File: src/hdl/bise_pkg.sv
// ----------------------------------------------------------------------------
// Bounded integer stack engine package
// Field widths, command codes and the controller/datapath interface types.
// ----------------------------------------------------------------------------
package bise_pkg;

   localparam int DATA_W = 32;
   localparam int CMD_W  = 3;
   localparam int POS_W  = 8;
   localparam int FIDX_W = 8;
   localparam int LEN_W  = 9;
   localparam int CAP_W  = 9;

   localparam logic [CAP_W-1:0] CAP_RESET = 9'd256;

   localparam logic [CMD_W-1:0] CMD_PUSH  = 3'd0;
   localparam logic [CMD_W-1:0] CMD_POP   = 3'd1;
   localparam logic [CMD_W-1:0] CMD_GET   = 3'd2;
   localparam logic [CMD_W-1:0] CMD_FIND  = 3'd3;
   localparam logic [CMD_W-1:0] CMD_SORT  = 3'd4;
   localparam logic [CMD_W-1:0] CMD_CHECK = 3'd5;

   typedef logic signed [DATA_W-1:0] word_type;

   // Commands from the controller to the datapath.
   typedef struct packed {
      logic take_req;
      logic push_wr;
      logic rd_top;
      logic rd_pos;
      logic load_data;
      logic scan_init;
      logic rd_idx;
      logic carry_ld;
      logic idx_inc;
      logic set_ok;
      logic clr_ok;
      logic set_fidx;
      logic sort_wr;
      logic tail_wr;
      logic rsp_load;
   } ctl_type;

   // Status from the datapath to the controller.
   typedef struct packed {
      logic [CMD_W-1:0] command;
      logic             can_push;
      logic             nonempty;
      logic             pos_ok;
      logic             few;
      logic             match;
      logic             in_order;
      logic             idx_zero;
      logic             idx_last;
      logic             pass_last;
      logic             end_one;
      logic             swapped;
   } sts_type;

endpackage

File: src/hdl/bise_ctrl.sv
// ----------------------------------------------------------------------------
// Stack controller
// Sequences each command over the datapath and owns the response valid.
// ----------------------------------------------------------------------------
module bise_ctrl (
   input  logic              clock,
   input  logic              reset,
   input  logic              req_valid,
   output logic              req_ready,
   output logic              rsp_valid,
   input  logic              rsp_ready,
   output bise_pkg::ctl_type ctl,
   input  bise_pkg::sts_type sts
);
   import bise_pkg::*;

   localparam logic [2:0] S_IDLE = 3'd0;
   localparam logic [2:0] S_EXEC = 3'd1;
   localparam logic [2:0] S_LOAD = 3'd2;
   localparam logic [2:0] S_RD   = 3'd3;
   localparam logic [2:0] S_EVAL = 3'd4;
   localparam logic [2:0] S_TAIL = 3'd5;
   localparam logic [2:0] S_DONE = 3'd6;

   logic [2:0] state_ff, state_in;
   logic       rsp_valid_ff, rsp_valid_in;

   always_comb begin
      ctl       = '0;
      state_in  = state_ff;
      req_ready = 1'b0;
      case (state_ff)
         S_IDLE: begin
            req_ready = 1'b1;
            if (req_valid) begin
               ctl.take_req = 1'b1;
               state_in     = S_EXEC;
            end
         end
         S_EXEC: begin
            state_in = S_DONE;
            case (sts.command)
               CMD_PUSH: begin
                  ctl.push_wr = sts.can_push;
               end
               CMD_POP: begin
                  if (sts.nonempty) begin
                     ctl.rd_top = 1'b1;
                     ctl.set_ok = 1'b1;
                     state_in   = S_LOAD;
                  end
               end
               CMD_GET: begin
                  if (sts.pos_ok) begin
                     ctl.rd_pos = 1'b1;
                     ctl.set_ok = 1'b1;
                     state_in   = S_LOAD;
                  end
               end
               CMD_FIND: begin
                  if (sts.nonempty) begin
                     ctl.scan_init = 1'b1;
                     state_in      = S_RD;
                  end
               end
               CMD_SORT, CMD_CHECK: begin
                  ctl.set_ok = 1'b1;
                  if (!sts.few) begin
                     ctl.scan_init = 1'b1;
                     state_in      = S_RD;
                  end
               end
               default: begin
                  state_in = S_DONE;
               end
            endcase
         end
         S_LOAD: begin
            ctl.load_data = 1'b1;
            state_in      = S_DONE;
         end
         S_RD: begin
            ctl.rd_idx = 1'b1;
            state_in   = S_EVAL;
         end
         S_EVAL: begin
            state_in = S_DONE;
            case (sts.command)
               CMD_FIND: begin
                  if (sts.match) begin
                     ctl.set_ok   = 1'b1;
                     ctl.set_fidx = 1'b1;
                  end else if (!sts.idx_last) begin
                     ctl.idx_inc = 1'b1;
                     state_in    = S_RD;
                  end
               end
               CMD_CHECK: begin
                  if (sts.idx_zero) begin
                     ctl.carry_ld = 1'b1;
                     ctl.idx_inc  = 1'b1;
                     state_in     = S_RD;
                  end else if (!sts.in_order) begin
                     ctl.clr_ok = 1'b1;
                  end else begin
                     ctl.carry_ld = 1'b1;
                     if (!sts.idx_last) begin
                        ctl.idx_inc = 1'b1;
                        state_in    = S_RD;
                     end
                  end
               end
               CMD_SORT: begin
                  if (sts.idx_zero) begin
                     ctl.carry_ld = 1'b1;
                     ctl.idx_inc  = 1'b1;
                     state_in     = S_RD;
                  end else begin
                     ctl.sort_wr = 1'b1;
                     if (sts.pass_last) begin
                        state_in = S_TAIL;
                     end else begin
                        ctl.idx_inc = 1'b1;
                        state_in    = S_RD;
                     end
                  end
               end
               default: begin
                  state_in = S_DONE;
               end
            endcase
         end
         S_TAIL: begin
            // A pass without a swap leaves the entries in order.
            ctl.tail_wr = 1'b1;
            state_in    = (sts.end_one || !sts.swapped) ? S_DONE : S_RD;
         end
         S_DONE: begin
            if (!rsp_valid_ff || rsp_ready) begin
               ctl.rsp_load = 1'b1;
               state_in     = S_IDLE;
            end
         end
         default: begin
            state_in = S_IDLE;
         end
      endcase
   end

   always_comb begin
      rsp_valid_in = rsp_valid_ff;
      if (ctl.rsp_load) begin
         rsp_valid_in = 1'b1;
      end else if (rsp_ready) begin
         rsp_valid_in = 1'b0;
      end
   end

   always_ff @(posedge clock) begin
      if (reset) begin
         state_ff     <= S_IDLE;
         rsp_valid_ff <= 1'b0;
      end else begin
         state_ff     <= state_in;
         rsp_valid_ff <= rsp_valid_in;
      end
   end

   assign rsp_valid = rsp_valid_ff;

endmodule

File: config.mk
export PLATFORM = sky130hd
export DESIGN_NAME = bise_ctrl
export DESIGN_NICKNAME = d
export VERILOG_FILES = /design/src/hdl/bise_pkg.sv /design/src/hdl/bise_ctrl.sv
export SDC_FILE = /design/constraint.sdc
export NUM_CORES = 1
export LEC_CHECK = 0
export BUFFER_PORTS_ARGS = -buffer_cell sky130_fd_sc_hd__buf_2
export CORE_MARGIN = 1
export CORE_UTILIZATION = 40
export CTS_CLUSTER_SIZE = 30
export DETAILED_ROUTE_END_ITERATION = 7
export MAX_ROUTING_LAYER = met4
export PLACE_DENSITY = 0.76
export SETUP_SLACK_MARGIN = 0.15
export SYNTH_ARGS = -nofsm -noshare
export SYNTH_HDL_FRONTEND = slang
export SYNTH_SLANG_ARGS = --single-unit
File: constraint.sdc
create_clock -name clock -period 1.9 [get_ports clock]
set_input_delay 0.285 -clock clock [delete_from_list [all_inputs] [get_ports clock]]
set_output_delay 0.285 -clock clock [all_outputs]
set_load 0.01 [all_outputs]
Yosys cells after proc, flatten, opt, wreduce, memory -nomap -nowiden
Cells that the tools add are included.
Storage, ports and cells
  flip-flop bits (word level): 4
  latch bits: 0
  RAM bits: 0
  memory bits (read-only): 0
  input port bits: 18
  output and inout port bits: 17
  word-level logic and storage cells: 79
  memories: 0
Cells by class
  add/sub/neg operators: 0
  multiply operators: 0
  div/mod/pow operators: 0
  $lt $le $gt $ge: 0
  equal/unequal tests: 13
  shift operators: 0
  multiplexer cells: 55
  bitwise operators: 0
  reductions and logical operators: 9
Operators with widths (count)
  3-bit two-way mux: 15
  1-bit two-way mux: 29
  3-bit case mux with 7 select lines: 1
  3-bit equality test, second input constant: 5
  3-bit by 2-bit equality test with 1-bit output, second input constant: 4
  3-bit case mux with 4 select lines: 1
  3-bit case mux with 3 select lines: 1
  3-bit by 1-bit equality test with 1-bit output, second input constant: 2
  3-bit zero test: 2
  2-bit two-way mux: 3
  1-bit case mux with 2 select lines: 3
  1-bit case mux with 3 select lines: 2
  2-bit inequality test, second input constant: 2
  1-bit zero test: 2
  1-bit logical OR: 2
  2-bit AND reduction: 1
  2-bit nonzero test: 1
  2-bit OR reduction: 1

Logic depth before layout (Yosys ltp)
Gate-level depths: netlist of the first run.
  word-level depth: 5
  depth in mapped cells: 6
  depth with buffers taken out: 4

Least setup slack after synthesis of the first run
OpenSTA, ideal clock, no wires.
  path kind: register to output
  start: reg state_ff[0]
  end: out ctl[5] (netlist name)
  data arrival time: 1.339 ns
  required time: 1.615 ns
  setup slack: 0.276 ns
  stages on the path, launching flop included: 7
  path buffers: 2
  path through: dfxtp_1 > buf_6 > or3b_1 > buf_6 > nor3b_2 > a31oi_1 > o32ai_1
RTL lines
  start: declaration: line bise_ctrl.sv:25  | logic [2:0] state_ff, state_in;
  start signal: assignment: line bise_ctrl.sv:164  | state_ff <= state_in;
  end: declaration: line bise_ctrl.sv:12  | output bise_pkg::ctl_type ctl,

==> results by stage, run 1 <==
Yosys:
- The total nets after synthesis is 94.
- Of the post-synthesis cell area, the dominant cell type holds 14.7%.
- The synthesized design spends more area on one cell type than any other, namely sky130_fd_sc_hd__dfxtp_1.
- Synthesis handed over a netlist of 76 instances.
- For this run, the register share of the synthesized area comes to 14.7%.
- The synthesized design contains 4 register bits.
- The synthesized netlist contains 37 unique library cells.
- The combined area of all synthesized cells is 543 um^2.
- A synthesized cell averages 7.15 um^2.
- The count of yosys warnings during synthesis is 0.
- After synthesis, the cell types taking the most area are sky130_fd_sc_hd__dfxtp_1 15%, sky130_fd_sc_hd__a21oi_1 5.5%, sky130_fd_sc_hd__nor2_1 5.5%.

Hold path:
- The instance count along the most critical hold path is 2.
- The tightest min-delay check is of the in -> reg type.
- The end of the worst hold path is rsp_valid.
- The startpoint identified for the worst hold timing path is reset.

Clock network:
- Hold repair after CTS inserted 0 buffers.
- CTS built an H-tree with a depth of 1.
- The later-pin clock latency in the skew report is 0.23 ns.
- The TritonCTS buffer count is 3.
- TritonCTS built the clock tree.
- The root buffer cell chosen for the clock tree is sky130_fd_sc_hd__clkbuf_4.
- The sink count of the clock tree is 4.
- The clock passes through at most 2 buffers.
- The post-CTS clock slew at the launch and capture registers of the worst setup and hold paths is 0.04 ns.

Timing:
- Clock skew on the completed layout was measured at 0.00134 ns.
- Setup repair after global routing could not meet its margin everywhere.
- At the pin with the least slew margin, the transition time is 0.334 ns.
- Subtracting the final worst setup slack from the clock period gives 1.73 ns.
- Summed over all failing endpoints, the final setup total negative slack is 0 ns.
- In the finished design, the share of the clock period the worst path needs comes to 91.1%.
- The worst pin sits at a relative slew slack of 77.6%.
- The number of hold violations in the final report is 0.
- Static timing analysis puts the maximum clock frequency at 0.577 GHz.
- The smallest setup slack after layout is 0.168 ns.
- Setup violations remaining at the end of the flow were counted as 0.
- The number of pins with negative max-slew slack in the final report was 0.

Global routing:
- The initial antenna violation count is 0.
- The via count of the first global-routing pass is 541.
- Summed over all layers, the global routing overflow is 0.
- The pin count of the biggest net entering global routing is 15.
- The wire length of the first global-routing pass is 2160 um.
- The total track usage is 21.1%.

Worst setup path:
- STA puts the critical path data required time at 1.62 ns.
- The number of buffers and inverters on the critical path is 1.
- The critical path in this run is classified as reg -> out.
- Walking the worst path, the cells encountered are or3b_4, nor3b_2, a31oi_1, o32ai_1, buf_2.
- The endpoint identified for the worst register-to-register timing path is state_ff[2].
- In this design, the stage delay of the slowest critical-path cell is 0.42 ns.
- The slowest stage of the critical path belongs to the cell sky130_fd_sc_hd__or3b_4.
- STA classifies the critical path endpoint as a primary output.
- The setup check on the worst reg-to-reg path leaves a slack of 0.60 ns.
- The worst register-to-register path begins at state_ff[2].
- The critical path runs through a total of 5 cells.
- The worst path arrival time is 1.45 ns.
- The worst-case reg-to-reg path depth is 5.
- The startpoint type of the worst setup path is a flop.
- The kind of cell adding the most delay to the critical path is simple AND/OR/NAND/NOR gates.
- The maximum net fanout on the critical path is 5.

Pwr:
- The portion of total power attributed to sequential cells is 16.9%.
- The switching share of power is 43.3%.
- The proportion of power drawn by the clock network is 13.2%.
- Summed over all cells, the static leakage comes to 0.000368 uW.
- Summing internal, switching and leakage power gives 795 uW.
- The internal portion of the total power is 451 uW.
- The combinational power share is 69.9%.
- In this run the power spent charging and discharging nets is 344 uW.
- The power density over the cells is 1030 mW/mm^2.
- The maximum vdd drop is 659 uV.

Detailed routing:
- The post-detailed-route wirelength per cell is 11.4 um.
- After detailed routing, the number of remaining DRC violations is 0.
- The wire length after detailed routing is 1430 um.
- The remaining antenna violation count is 0.
- The per-cell via count in the routed design is 5.41.
- The detailed router finished its first iteration with 9 violations.
- The first detailed-routing pass ran for 3 iterations.
- The via count is 682.

Run status:
- The run finished with clean final reports.

Placed design:
- Prior to clock tree synthesis, the placed netlist has a worst setup slack of 0.170 ns.
- At the end of routability-driven placement, the weighted congestion stood at 0.861.
- The number of placed instances, taps included is 121.
- The total placed instance area is 711 um^2.
- The number of buffers inserted by port buffering is 34.
- The sum of net half-perimeters after detailed placement is 1070 um.

Layout:
- The layout has 121 filler cells.
- The count of cells in the finished layout, fillers not included, comes to 126.
- The net count of the finished layout is 132.
- 0 antenna diodes ended up in the layout.
- The fraction of layout cells with a size suffix above 1 is 46.4%.
- The final non-filler cell area is 769 um^2.
- The layout-stage area growth over the synthesis result is 41.7%.

Floorplan:
- The cell row count is 12.
- The chip width is 38.8 um.
- The die covers 0.00151 mm^2.
- The core footprint is 0.00119 mm^2.
- In this run the count of I/O pins placed on the die edge is 35.
- Once the floorplan was initialized, standard cells occupied 45.8% of the core.
- Measured along the y axis, the die boundary spans 38.8 um.

Job:
- The number of max-capacitance violations reported is 0.
-- flip-flops by register name, summed over array words and instances (netlist names) --
register   flops
state_ff       3
rsp_valid      1
-- synth_stat cells --
master and instances:
sky130_fd_sc_hd__nor2_1 8, sky130_fd_sc_hd__a21oi_1 6, sky130_fd_sc_hd__nand2_1 6, sky130_fd_sc_hd__dfxtp_1 4, sky130_fd_sc_hd__nand2b_1 4, sky130_fd_sc_hd__nor2b_1 4
sky130_fd_sc_hd__nor3_1 4, sky130_fd_sc_hd__inv_1 3, sky130_fd_sc_hd__and2_1 2, sky130_fd_sc_hd__and3_1 2, sky130_fd_sc_hd__buf_6 2, sky130_fd_sc_hd__clkbuf_1 2
sky130_fd_sc_hd__nand3b_1 2, sky130_fd_sc_hd__o22ai_1 2, sky130_fd_sc_hd__o31ai_1 2, sky130_fd_sc_hd__or3b_1 2, sky130_fd_sc_hd__a211oi_1 1, sky130_fd_sc_hd__a211oi_2 1
sky130_fd_sc_hd__a21o_1 1, sky130_fd_sc_hd__a21oi_2 1, sky130_fd_sc_hd__a2bb2oi_1 1, sky130_fd_sc_hd__a31oi_1 1, sky130_fd_sc_hd__buf_2 1, sky130_fd_sc_hd__buf_4 1
sky130_fd_sc_hd__nand3_1 1, sky130_fd_sc_hd__nand4b_1 1, sky130_fd_sc_hd__nor2b_4 1, sky130_fd_sc_hd__nor3b_1 1, sky130_fd_sc_hd__nor3b_2 1, sky130_fd_sc_hd__nor3b_4 1
sky130_fd_sc_hd__nor4_1 1, sky130_fd_sc_hd__nor4b_1 1, sky130_fd_sc_hd__o21a_1 1, sky130_fd_sc_hd__o21ai_0 1, sky130_fd_sc_hd__o221ai_1 1, sky130_fd_sc_hd__o32ai_1 1
sky130_fd_sc_hd__o41ai_1 1
-- per-stage QoR --
stage,utilization (%),hold WS [ns]
global route,64.9,0.293
global placement,59.9,0.525
finish,64.9,0.291
floorplan,-,0.354
detailed placement,59.9,0.523
CTS,63.8,0.281
-- logic make-up after synthesis --
group / share of synthesized area, %
and+or+nand+nor: 48.2
AOI/OAI and AO/OA: 27.2
buffers and inverters: 9.91
DFF: 14.7
-- per-layer routing --
layer / part of all wire, % / global-route usage, %
met1: 48 / 23.4
met2: 47 / 38.8
met3: 4.7 / 5.20
met4: 0 / 2.59
met5: 0 / -
-- power by group through the flow --
stage               Combinational [uW]  Sequential, uW  Clock [uW]
floorplan                          385             130           0
global route                       609             137         115
global placement                   497             128           0
detailed placement                 509             129           0
finish                             556             134         105
CTS                                547             130         109
-- worst max path at each step --
stage	start	to
2_1_floorplan	state_ff[0]	ctl[5]
3_3_place_gp	sts[13]	ctl[6]
3_5_place_dp	sts[13]	ctl[6]
4_1_cts	state_ff[1]	ctl[5]
5_1_grt	state_ff[2]	ctl[5]
6_report	state_ff[2]	ctl[5]
-- cell type report --
cell class / count / area [um^2] / share of cell area, %
Timing Repair Buffer: 39 / 211 / 27.5
Sequential cell: 4 / 81.3 / 10.6
Inverter: 3 / 11.3 / 1.46
Tap cell: 14 / 17.5 / 2.28
Clock buffer: 3 / 22.5 / 2.93
Multi-Input combinational cell: 63 / 425 / 55.3
-- timing repair --
action / 4_1_cts / 5_1_grt
pin swaps: 2 / 2
gates resized for setup: 2 / 4
setup endpoints to repair: 5 / 5
setup buffers: 2 / 0
-- layout by cell type, fill, tap and decap left out, types with 2 or more instances in the layout --
master / instances
sky130_fd_sc_hd__buf_2: 34
sky130_fd_sc_hd__nor2_1: 8
sky130_fd_sc_hd__nand2_1: 6
sky130_fd_sc_hd__a21oi_1: 6
sky130_fd_sc_hd__nand2b_1: 4
sky130_fd_sc_hd__buf_4: 4
sky130_fd_sc_hd__nor3_1: 3
sky130_fd_sc_hd__inv_1: 3
sky130_fd_sc_hd__nor2b_1: 3
sky130_fd_sc_hd__clkbuf_4: 3
sky130_fd_sc_hd__dfxtp_1: 3
sky130_fd_sc_hd__and3_1: 2
sky130_fd_sc_hd__o31ai_1: 2
sky130_fd_sc_hd__and2_1: 2
sky130_fd_sc_hd__nand3b_1: 2
sky130_fd_sc_hd__o22ai_1: 2
(Power assumes the default switching activity.)
==> run 2, diff against run 1 <==
- clock period: 1.9 -> 1.8 ns (I/O delays scaled with it)
==> results by stage, run 2 (synthesized netlist as in run 1, its figures left out) <==
Worst setup path:
- The most used cell along the critical path is sky130_fd_sc_hd__buf_4.
- The kind of cell adding the most delay to the critical path is simple AND/OR/NAND/NOR gates.
- Data arrives at the worst endpoint at 1.48 ns.
- The maximum cell stage delay along the critical path is 0.32 ns.
- The library cell contributing the largest single delay on the critical path is sky130_fd_sc_hd__dfxtp_2.
- Walking the worst path, the cells encountered are buf_4, nor3b_4, buf_4, nand2_2, nor4b_2, buf_2.
- For the worst flop-to-flop path, the logic depth is 5.
- The launching instance or port of the critical path is state_ff[1].
- STA classifies the critical path endpoint as a primary output.
- The setup check on the worst reg-to-reg path leaves a slack of 0.47 ns.
- The end point of the critical path is ctl[4].
- At the worst endpoint, the required time is 1.53 ns.
- The critical path start-end classification is reg -> out.
- The critical register-to-register path endpoint is state_ff[0].
- The total stage count of the critical path is 6.
- The maximum net fanout on the critical path is 4.
- The number of buffers and inverters on the critical path is 3.
- The reg-to-reg critical path startpoint is state_ff[2].
- The startpoint type of the worst setup path is a flop.

Timing:
- The number of hold violations in the final report is 0.
- The number of pins with negative max-slew slack in the final report is 0.
- The worst path in the final design needs a cycle of 1.75 ns, including I/O delays and setup.
- On the final layout, the worst clock skew is 0.00324 ns.
- Setup repair after global routing could not meet its margin everywhere.
- The worst slew slack as a fraction of its limit is 75.6%.
- In the finished design, the share of the clock period the worst path needs comes to 97.1%.
- The actual slew at the worst max-slew pin is 0.362 ns.
- For the final routed database, the setup TNS stands at 0 ns.
- The highest clock frequency the design can meet is 0.572 GHz.
- Setup violations remaining at the end of the flow were counted as 0.

Global routing:
- Entering global routing, the biggest net connects 15 pins.
- For met1 alone, demand over resource in global routing was 25.3%.
- The via count of the first global-routing pass is 578.
- The initial antenna violation count came to 0.
- Summed over all layers, the global routing overflow is 0.
- The busiest layer in global routing is met2.
- The wire length of the first global-routing pass is 2300 um.
- Global routing used 1.73% of the available met3 tracks.
- The met2 usage in global routing is 41.3%.
- The total track usage is 22.1%.

Layout:
- The final non-filler cell area is 837 um^2.
- 0 antenna diodes ended up in the layout.
- The sequential cell area in the final layout is 83.8 um^2.
- Leaving out fill and tap cells, the most frequent cell in the layout is sky130_fd_sc_hd__buf_2.
- The combined area of the multi-input logic cells is 458 um^2.
- state_ff holds more flip-flops than any other register.
- The post-route netlist has 53.0% of its cells at a drive strength greater than 1.
- The register with the most flip-flops in the layout has 3 of them.
- From synthesis to final layout, the design area changed by 54.1%.
- The layout filler cell count is 92.
- In the layout the commonest cells are 33 x sky130_fd_sc_hd__buf_2, 8 x sky130_fd_sc_hd__nor2_1, 6 x sky130_fd_sc_hd__a21oi_1, 6 x sky130_fd_sc_hd__buf_4, 5 x sky130_fd_sc_hd__nand2_1.
- The count of nets after finishing is 135.

Detailed routing:
- After detailed routing, the number of remaining DRC violations is 0.
- The detailed router finished its first iteration with 19 violations.
- The number of iterations in the first detailed-routing pass is 4.
- Once detail routing completed, the nets flagged for antenna violations numbered 0.
- The per-cell via count in the routed design is 5.42.
- Dividing the detail-routed wire length by the instance count gives 12.2 um.
- For this block, the via count after detailed routing is 699.
- The final layout contains routed wiring with a total length of 1570 um.

Pwr:
- In this run the static leakage power is 0.000391 uW.
- The power density over the cells is 1090 mW/mm^2.
- The maximum vdd drop is 642 uV.

Placed design:
- In this run the tool buffered the top-level ports with 34 buffer cells.
- The total placed instance area is 726 um^2.
- Summed over all nets, the half-perimeter wirelength after detailed placement is 1110 um.
- The global placement routability congestion is 0.861.

Clock network:
- TritonCTS built the clock tree.
- Clock-pin slew was measured on the worst setup and hold paths at 0.04 ns.
- The deepest level of the CTS H-tree is 1.
- The maximum number of buffers from clock root to sink is 2.
- For this design, the sink count on the clock tree is 4.
- At the later pin of the worst-skew pair, clock insertion delay measures 0.23 ns.
- Clock tree synthesis inserted a total of 3 buffers.
- The tree is rooted in a sky130_fd_sc_hd__clkbuf_4.

Floorplan:
- The floorplan has 12 rows.
- The chip width is 38.8 um.
- The die is 38.8 um tall.
- The core footprint is 0.00119 mm^2.
- The overall die area is 0.00151 mm^2.
- The starting utilization of the core area is 45.8%.
- The top-level port count is 35.

Job:
- The tool flagged a number of max-cap violations equal to 0.

Hold path:
- The class of the worst hold path is in -> reg.

Run status:
- The flow ran to the end, and the final reports show no timing, DRC or antenna violations.
[run 2: changes by cell type in the layout (fill, tap and decap cells not counted), sizes merged]
| cell | delta |
|---|---|
| buf | +3 |
[run 2: layout make-up]
type	count	area share, %
Multi-Input combinational cell	63	54.7
Timing Repair Buffer	42	29.1
Sequential cell	4	10.0
Clock buffer	3	2.69
Tap cell	14	2.09
Inverter	3	1.35
[run 2: worst min-delay path by stage]
stage | start | to | slack, ns | depth (start not counted)
floorplan | reset | rsp_valid | 0.34 | 1
global placement | reset | rsp_valid | 0.51 | 2
detailed placement | reset | rsp_valid | 0.51 | 2
CTS | reset | rsp_valid | 0.27 | 2
global route | reset | rsp_valid | 0.30 | 2
finish | reset | rsp_valid | 0.29 | 2
[run 2: through the flow]
step / util [%] / total power, uW / setup WS [ns] / cells / hold slack, ns
after global routing: 70.6 / 981 / 0.00869 / 129 / 0.303
final: 70.6 / 915 / 0.0526 / 129 / 0.287
after global placement: 61.2 / 685 / 0.156 / 123 / 0.511
after detailed placement: 61.2 / 698 / 0.141 / 123 / 0.514
after CTS: 66.0 / 868 / 0.0574 / 128 / 0.274
after floorplan: - / 544 / 0.191 / 76 / 0.339
[run 2: routing by layer]
layer	routed length (um)	vias to the layer above
li1	-	358
met5	0	-
met4	0	0
met3	78	0
met2	793	29
met1	696	312
[run 2: worst reg2reg max path, stage by stage (launching register included)]
cell and delay [ns]:
sky130_fd_sc_hd__dfxtp_2 0.34, sky130_fd_sc_hd__or3b_4 0.41, sky130_fd_sc_hd__buf_4 0.17, sky130_fd_sc_hd__a21oi_4 0.12
sky130_fd_sc_hd__a211oi_1 0.08, sky130_fd_sc_hd__a21oi_1 0.14
[run 2: repair_timing]
action                     in CTS  in global routing
buffers inserted                2                  1
hold buffers                    0                  0
gates resized for setup         7                  9
hold endpoints to repair        0                  0
pin swaps                       4                  2
setup endpoints to repair      10                 10
[run 2: power by group]
group / switching (uW) / internal, uW
sequential: 32.0 / 130
clock: 34.4 / 74.4
combinational: 325 / 319
total: 392 / 523
